File: src/hdl/pip_pkg.sv
// ----------------------------------------------------------------------------
// pip_pkg
// Shared types and constants of the point-in-polygon tester.
// ----------------------------------------------------------------------------
`default_nettype none

package pip_pkg;

    localparam int FIELD_W     = 32;
    localparam int KIND_W      = 2;
    localparam int NUM_CORNERS = 4;
    localparam int CORNER_W    = 2;

    typedef enum logic [KIND_W-1:0] {
        KIND_LOAD  = 2'd0,
        KIND_POINT = 2'd1,
        KIND_RECT  = 2'd2
    } t_kind;

    typedef enum logic [2:0] {
        S_IDLE,
        S_RD,
        S_DAT,
        S_DRAIN,
        S_DONE
    } t_state;

    typedef struct packed {
        logic busy;
        logic hit;
        logic odd;
    } t_edge_stat;

endpackage

`default_nettype wire

File: src/hdl/pip_edge.sv
// ----------------------------------------------------------------------------
// pip_edge
// Edge test pipeline: boundary hit and ray crossing of each issued edge,
// with one shared multiplier (issues may not overlap in its use) and hit/parity accumulation.
// ----------------------------------------------------------------------------
`default_nettype none

module pip_edge #(
    parameter int CW = 32
) (
    input  logic                i_clk,
    input  logic                i_rst_n,
    input  logic                i_clr,
    input  logic                i_issue,
    input  logic signed [CW-1:0] i_ax,
    input  logic signed [CW-1:0] i_ay,
    input  logic signed [CW-1:0] i_bx,
    input  logic signed [CW-1:0] i_by,
    input  logic signed [CW-1:0] i_px,
    input  logic signed [CW-1:0] i_py,
    output pip_pkg::t_edge_stat  o_stat
);
    import pip_pkg::*;

    localparam int PW = 2 * CW + 2;

    logic signed [CW:0]   r_dx_ba;
    logic signed [CW:0]   r_dy_pa;
    logic signed [CW:0]   r_dx_pa;
    logic signed [CW:0]   r_dy_ba;
    logic                 r_box_a;
    logic                 r_str_a;
    logic                 r_up_a;
    logic                 r_box_c;
    logic                 r_str_c;
    logic                 r_up_c;
    logic                 r_v_a;
    logic                 r_v_b;
    logic                 r_v_c;
    logic signed [PW-1:0] r_p1;
    logic signed [PW-1:0] r_p2;
    logic                 r_hit;
    logic                 r_odd;

    logic signed [CW:0]   w_mul_a;
    logic signed [CW:0]   w_mul_b;
    logic signed [PW-1:0] w_prod;
    logic                 w_box;
    logic                 w_hit;
    logic                 w_cross;

    assign w_box = ((i_px >= i_ax && i_px <= i_bx) || (i_px >= i_bx && i_px <= i_ax)) &&
                   ((i_py >= i_ay && i_py <= i_by) || (i_py >= i_by && i_py <= i_ay));

    always_ff @(posedge i_clk) begin
        if (i_issue) begin
            r_dx_ba <= {i_bx[CW-1], i_bx} - {i_ax[CW-1], i_ax};
            r_dy_pa <= {i_py[CW-1], i_py} - {i_ay[CW-1], i_ay};
            r_dx_pa <= {i_px[CW-1], i_px} - {i_ax[CW-1], i_ax};
            r_dy_ba <= {i_by[CW-1], i_by} - {i_ay[CW-1], i_ay};
            r_box_a <= w_box;
            r_str_a <= (i_ay > i_py) != (i_by > i_py);
            r_up_a  <= i_by > i_ay;
        end
    end

    assign w_mul_a = r_v_a ? r_dx_ba : r_dx_pa;
    assign w_mul_b = r_v_a ? r_dy_pa : r_dy_ba;
    assign w_prod  = w_mul_a * w_mul_b;

    always_ff @(posedge i_clk) begin
        if (r_v_a) begin
            r_p1 <= w_prod;
        end
        if (r_v_b) begin
            r_p2    <= w_prod;
            r_box_c <= r_box_a;
            r_str_c <= r_str_a;
            r_up_c  <= r_up_a;
        end
    end

    assign w_hit   = r_box_c && (r_p1 == r_p2);
    assign w_cross = r_str_c && (r_up_c ? (r_p2 < r_p1) : (r_p2 > r_p1));

    always_ff @(posedge i_clk) begin
        if (!i_rst_n) begin
            r_v_a <= 1'b0;
            r_v_b <= 1'b0;
            r_v_c <= 1'b0;
            r_hit <= 1'b0;
            r_odd <= 1'b0;
        end else begin
            r_v_a <= i_issue;
            r_v_b <= r_v_a;
            r_v_c <= r_v_b;
            if (i_clr) begin
                r_hit <= 1'b0;
                r_odd <= 1'b0;
            end else if (r_v_c) begin
                r_hit <= r_hit | w_hit;
                r_odd <= r_odd ^ w_cross;
            end
        end
    end

    assign o_stat.busy = r_v_a | r_v_b | r_v_c;
    assign o_stat.hit  = r_hit;
    assign o_stat.odd  = r_odd;

endmodule

`default_nettype wire

File: config.mk
export PLATFORM = sky130hd
export DESIGN_NAME = pip_edge
export DESIGN_NICKNAME = d
export VERILOG_FILES = /design/src/hdl/pip_pkg.sv /design/src/hdl/pip_edge.sv
export SDC_FILE = /design/constraint.sdc
export NUM_CORES = 2
export LEC_CHECK = 0
export BUFFER_PORTS_ARGS = -buffer_cell sky130_fd_sc_hd__buf_2
export CORE_ASPECT_RATIO = 1.75
export CORE_MARGIN = 1
export CORE_UTILIZATION = 40
export DETAILED_ROUTE_END_ITERATION = 8
export GPL_TIMING_DRIVEN = 0
export SYNTH_ARGS = -nofsm -noshare
export SYNTH_HDL_FRONTEND = slang
export SYNTH_SLANG_ARGS = --single-unit
File: constraint.sdc
create_clock -name i_clk -period 12.9 [get_ports i_clk]
set_clock_uncertainty 0.05 [all_clocks]
set_input_delay 0.645 -clock i_clk [delete_from_list [all_inputs] [get_ports i_clk]]
set_output_delay 0.645 -clock i_clk [all_outputs]
set_load 0.1 [all_outputs]
==> Word level (Yosys, flattened, before mapping) <==
Index checks and enable logic that the tools add are counted.
{ "totals": {"register_bits": 275, "in_bits": 196, "wordCells": 55} }
{ "classes": {"n_mul": 1, "n_mux": 3, "order_cmp": 13, "eq_ne": 2, "bitwise_logic": 5, "reduce_logical": 10, "n_addsub": 4} }
{ "op_table": {"columns": ["cell", "n"], "rows": [
  ["32-bit by 32-bit subtractor with 33-bit output", 4],
  ["32-bit >= comparator", 4],
  ["32-bit <= comparator", 4],
  ["32-bit > comparator", 3],
  ["66-bit equality test", 1],
  ["66-bit > comparator", 1],
  ["66-bit < comparator", 1],
  ["33-bit by 33-bit multiplier with 66-bit output", 1],
  ["33-bit two-way mux", 2],
  ["1-bit logical AND", 7],
  ["1-bit OR", 3],
  ["1-bit logical OR", 2],
  ["2-bit OR reduction", 1],
  ["1-bit two-way mux", 1],
  ["1-bit != test", 1],
  ["1-bit inverter", 1],
  ["1-bit bitwise XOR", 1]
]} }

==> Logic depth before layout (Yosys ltp) <==
{ "logic_depth": {"depth_word": 4, "ltp_mapped": 34, "depth_no_buf": 29} }

==> Worst setup path after synthesis <==
OpenSTA, ideal clock, no wires.
{ "synth_path": {"kind": "register -> register", "startpoint": "register r_v_a", "endpoint": "register r_p1[61] (data pin)", "arrival_ps": 10195, "n_path_buf": 3, "setup_time_ps": 264, "slack_ps": 2391, "stages_incl_launch_ff": 30, "cell_sequence": "dfxtp_1 -> clkbuf_1 -> clkbuf_1 -> buf_1 -> mux2_2 -> nand2_1 -> inv_1 -> fa_1 -> fa_1 -> fa_1 -> fa_1 -> inv_1 -> fa_1 -> inv_1 -> fa_1 -> fa_1 -> inv_1 -> fa_1 -> inv_1 -> ha_1 -> a21o_1 -> a21o_1 -> a21o_1 -> a21o_1 -> a21oi_1 -> o221ai_1 -> a31oi_2 -> o21ai_1 -> a21oi_2 -> xnor2_1"} }
{ "synth_via": {"elab_chain_cells": 2, "word_cells_on_any_way": 3} }
{ "synth_rtl": {"columns": ["item", "line", "rtl"], "rows": [
  ["start, declared", "pip_edge.sv:37", "logic r_v_a;"],
  ["start signal, assigned", "pip_edge.sv:94", "r_v_a <= i_issue;"],
  ["33-bit two-way mux, on equally long branches", "pip_edge.sv:67, pip_edge.sv:68", null],
  ["33-bit by 33-bit multiplier with 66-bit output (*)", "pip_edge.sv:69", "assign w_prod = w_mul_a * w_mul_b;"],
  ["named net w_prod[61]", "pip_edge.sv:47", "logic signed [PW-1:0] w_prod;"],
  ["end signal, assigned", "pip_edge.sv:73", "r_p1 <= w_prod;"],
  ["end, declared", "pip_edge.sv:40", "logic signed [PW-1:0] r_p1;"]
]} }
The timed path passes the listed nets; every way through them passes the cells marked *.
A chain may end at the register's enable or synchronous reset.

==> Worst setup path in the final report <==
{ "layout_path": {"startpoint": "register r_v_a", "endpoint": "register r_p2[55] (data pin)"} }
{ "layout_via": {"elab_chain_cells": 2, "word_cells_on_any_way": 3} }
{ "layout_rtl": {"columns": ["item", "line", "rtl"], "rows": [
  ["33-bit two-way mux, on equally long branches", "pip_edge.sv:67, pip_edge.sv:68", null],
  ["33-bit by 33-bit multiplier with 66-bit output (*)", "pip_edge.sv:69", null],
  ["named net w_prod[55]", "pip_edge.sv:47", null],
  ["end signal, assigned", "pip_edge.sv:76", "r_p2 <= w_prod;"],
  ["end, declared", "pip_edge.sv:41", "logic signed [PW-1:0] r_p2;"]
]} }
Marked as above.

==> key figures <==
Floorplanning
  • Die W: 286.6 um
  • Die Ht: between 500 and 600 um
  • # IOs: between 150 and 200
  • FP Rows: 182
  • Initial Utilization: 40.36%
  • Full die area: about 140,000 sq um
  • Core area: 140,500 sq um

Drt
  • Post-route ant nets: 0
  • Drt first pass iters: 8
  • Number of remaining DRC errors: 0
  • Avg WL per Cell: about 28 um
  • DR iter-0 viols: 2,486
  • Vias per cell: between 5 and 6
  • Routed vias: ~43,000
  • Routed WL: about 220,000 um

Setup path
  • Cell mode on critical path: fa_1
  • Critical Path Fanout Max: 35
  • Reg2reg setup slack: between 0.3 and 0.4 ns
  • Worst R2R Start: r_v_a$_SDFF_PN0_
  • WS Path Type: reg2reg
  • Crit end category: register
  • Worst R2R End: r_p2[55]$_DFFE_PP_
  • Worst Setup EP: r_p2[55]$_DFFE_PP_
  • Crit path DAT: 12.87 ns
  • Crit-path leading delay family: adder cells
  • Critical Path Source: r_v_a$_SDFF_PN0_
  • Delay of the slowest critical-path stage: 1.12 ns
  • Crit path depth: 31
  • CP bufs+invs: 10
  • Slowest CP cell: fa_1
  • CP Launch Type: register
  • CP required: 13.25 ns
  • FF-to-FF path depth: 31

STA
  • Final setup vio count: 0
  • Fmax: 79.83 MHz
  • Hold Vio Cnt, Final: 0
  • Slew @ Worst Pin: between 1 and 1.5 ns
  • RSZ-0062 raised after global routing: false
  • Final Max Slew Viols: 2
  • Relative slew slack: -1.040%
  • Final critical-path required period: 12.53 ns
  • Final worst path period share: 97.10%

Placement
  • I/O Buffers: about 200
  • Final HPWL DP: 192,000 um
  • Area of placed instances: 60,540 sq um
  • RePlAce Congestion: 1.036

Job
  • MaxCap Viol Count: 2

Finish
  • Final nets: approximately 8,000
  • Fillcell total: between 10,000 and 15,000
  • Finished Cell Area: 61,620 sq um
  • Layout overhead on the synthesized area: 8.657%
  • Share of post-route cells with drive strength above 1: slightly above 7%

Clocking
  • CTS tree: done
  • Maximum clock insertion buffer count: 3
  • CTS Hold Bufs: 0
  • Worst-path clk slew: 0.06 ns
  • TritonCTS Sinks: about 280
  • Root buf cell: clkbuf_16
  • H-tree levels: 1
  • CTS Buf Count: 27
  • Setup bufs post-CTS: 0
  • Worst skew pair latency: around 0.68 ns

Synth
  • Mapped Avg Cell Area: approximately 9.5 sq um
  • Mapped cell area: 56,710 sq um
  • Syn nets: 7,763
  • Ys async rst share: 0%
  • Commonest cells in the netlist: inv_1, fa_1, nor2_1
  • Synth unique cells: 95
  • Synth warn: 0
  • Synth top area share: 40.56%
  • Yosys reg bits: 275
  • Top cells by area, synth: fa_1, edfxtp_1, ha_1
  • Yosys top cell by area: fa_1
  • Top-count cell post-synth: inv_1
  • Most used flip-flop cell after synthesis: edfxtp_1
  • Number of synthesized flops with an enable pin: 270
  • Post-synthesis cell count: 5,940
  • Sequential element share of the synthesized area: 14.47%

Hold path
  • Hold Path Class: in2reg

Global route
  • Grt ovf: 0
  • Tot GR Track Use: approximately 32%
  • Vias in the first global route: 48,280
  • Largest net degree at the start of global routing: 78
  • Global-route wire length before repair: 323,300 um
  • Initial antenna violation count: 15

Status
  • Status: complete, but fails checks
  • Failing checks: max-capacitance violations, max-slew violations
-- final cells by class --
type,count,area [sq um],share of cell area [%]
diodes,5,12.51,0.02030
clock inverters,21,289.0,0.4690
clock buffers,29,683.2,1.109
inverters,1322,4962,8.053
plain buffers,183,739.5,1.200
flip-flops and latches,275,8215,13.33
repair buffers,231,1399,2.270
well taps,1840,2302,3.736
multi-input cells,4157,43020,69.81
-- how the worst min path moves through the flow --
stage,start,slack (ns),cells after the start,endpoint
finish,i_rst_n,0.21,2,r_v_a$_SDFF_PN0_
global placement,r_hit$_SDFFE_PP0P_,0.42,2,r_hit$_SDFFE_PP0P_
CTS,i_rst_n,0.16,2,r_v_a$_SDFF_PN0_
global route,i_rst_n,0.22,2,r_v_b$_SDFF_PN0_
detailed placement,r_hit$_SDFFE_PP0P_,0.44,2,r_hit$_SDFFE_PP0P_
floorplan,r_box_a$_DFFE_PP_,0.35,0,r_box_c$_DFFE_PP_
-- cell families (layout without fill, tap and decap cells) --
family                     count (synthesis)  in the layout  synth area share [%]
AOI/OAI and AO/OA                        627            627                 7.365
xor gates and xnor gates                 182            182                 2.811
adders and majority gates               1627           1627                 51.11
buffers and inverters                   1508           1786                 10.01
DFF                                      275            275                 14.47
muxes                                    130            130                 2.434
other                                      0              5                     0
and+or+nand+nor                         1591           1591                 11.80
-- through the flow --
stage	util [%]	TNS, ns	cells	worst slack, ns	hold slack (ns)
floorplan	-	0	5940	2.391	0.3503
finish	43.86	0	8063	0.3739	0.2126
CTS	43.79	0	8060	0.008878	0.1629
global placement	42.71	-164.23	7978	-3.149	0.4200
detailed placement	43.09	-21.61	8010	-0.9793	0.4350
global route	43.85	0	8059	0.1159	0.2163
-- what timing repair did --
action | in CTS | in global routing
gates resized for setup | 6 | 24
gates cloned | 0 | 0
endpoints found under the setup margin | 36 | 20
-- metal layers --
metal / track usage [%] / up-vias / wire length (um)
li1: - / 18893 / -
met1: 31.15 / 22318 / 71850
met2: 58.98 / 1591 / 116000
met3: 4.886 / 659 / 11880
met4: 27.82 / 14 / 24000
met5: 0 / - / 88
-- worst reg2reg max path: cells and delay by family, from the launching register on --
kind	cells	cell delay, ns
DFF	1	0.68
muxes	1	0.84
adders and majority gates	9	5.28
xor gates and xnor gates	1	0.17
and+or+nand+nor	4	1.50
AOI/OAI and AO/OA	6	1.41
buffers and inverters	10	2.33
-- layout by cell type, fill, tap and decap left out, types with 37 or more instances in the layout --
cell type / Yosys / layout
a21o_1: 112 / 112
a21oi_1: 190 / 190
buf_2: 3 / 200
clkbuf_1: 165 / 151
edfxtp_1: 270 / 270
fa_1: 1149 / 1148
ha_1: 478 / 478
inv_1: 1321 / 1321
mux2_2: 63 / 63
nand2_1: 614 / 614
nand3_1: 45 / 45
nand4_1: 47 / 47
nor2_1: 693 / 693
nor2b_1: 37 / 37
o21ai_0: 98 / 98
xnor2_1: 116 / 116
xor2_1: 66 / 66
-- sequential cells by signal (all words and copies together) (netlist names) --
name and flops:
r_dx_ba 33, r_v_c 1, r_box_c 1, r_box_a 1, r_up_a 1, r_p1 66, r_p2 66, r_dy_pa 33
r_v_a 1, r_up_c 1, r_str_c 1, r_v_b 1, r_dx_pa 33, r_odd 1, r_hit 1, r_dy_ba 33
r_str_a 1
Power is left out: the tool's default activity adds up to more than one toggle a clock period on the data nets, which glitch-free logic cannot reach.
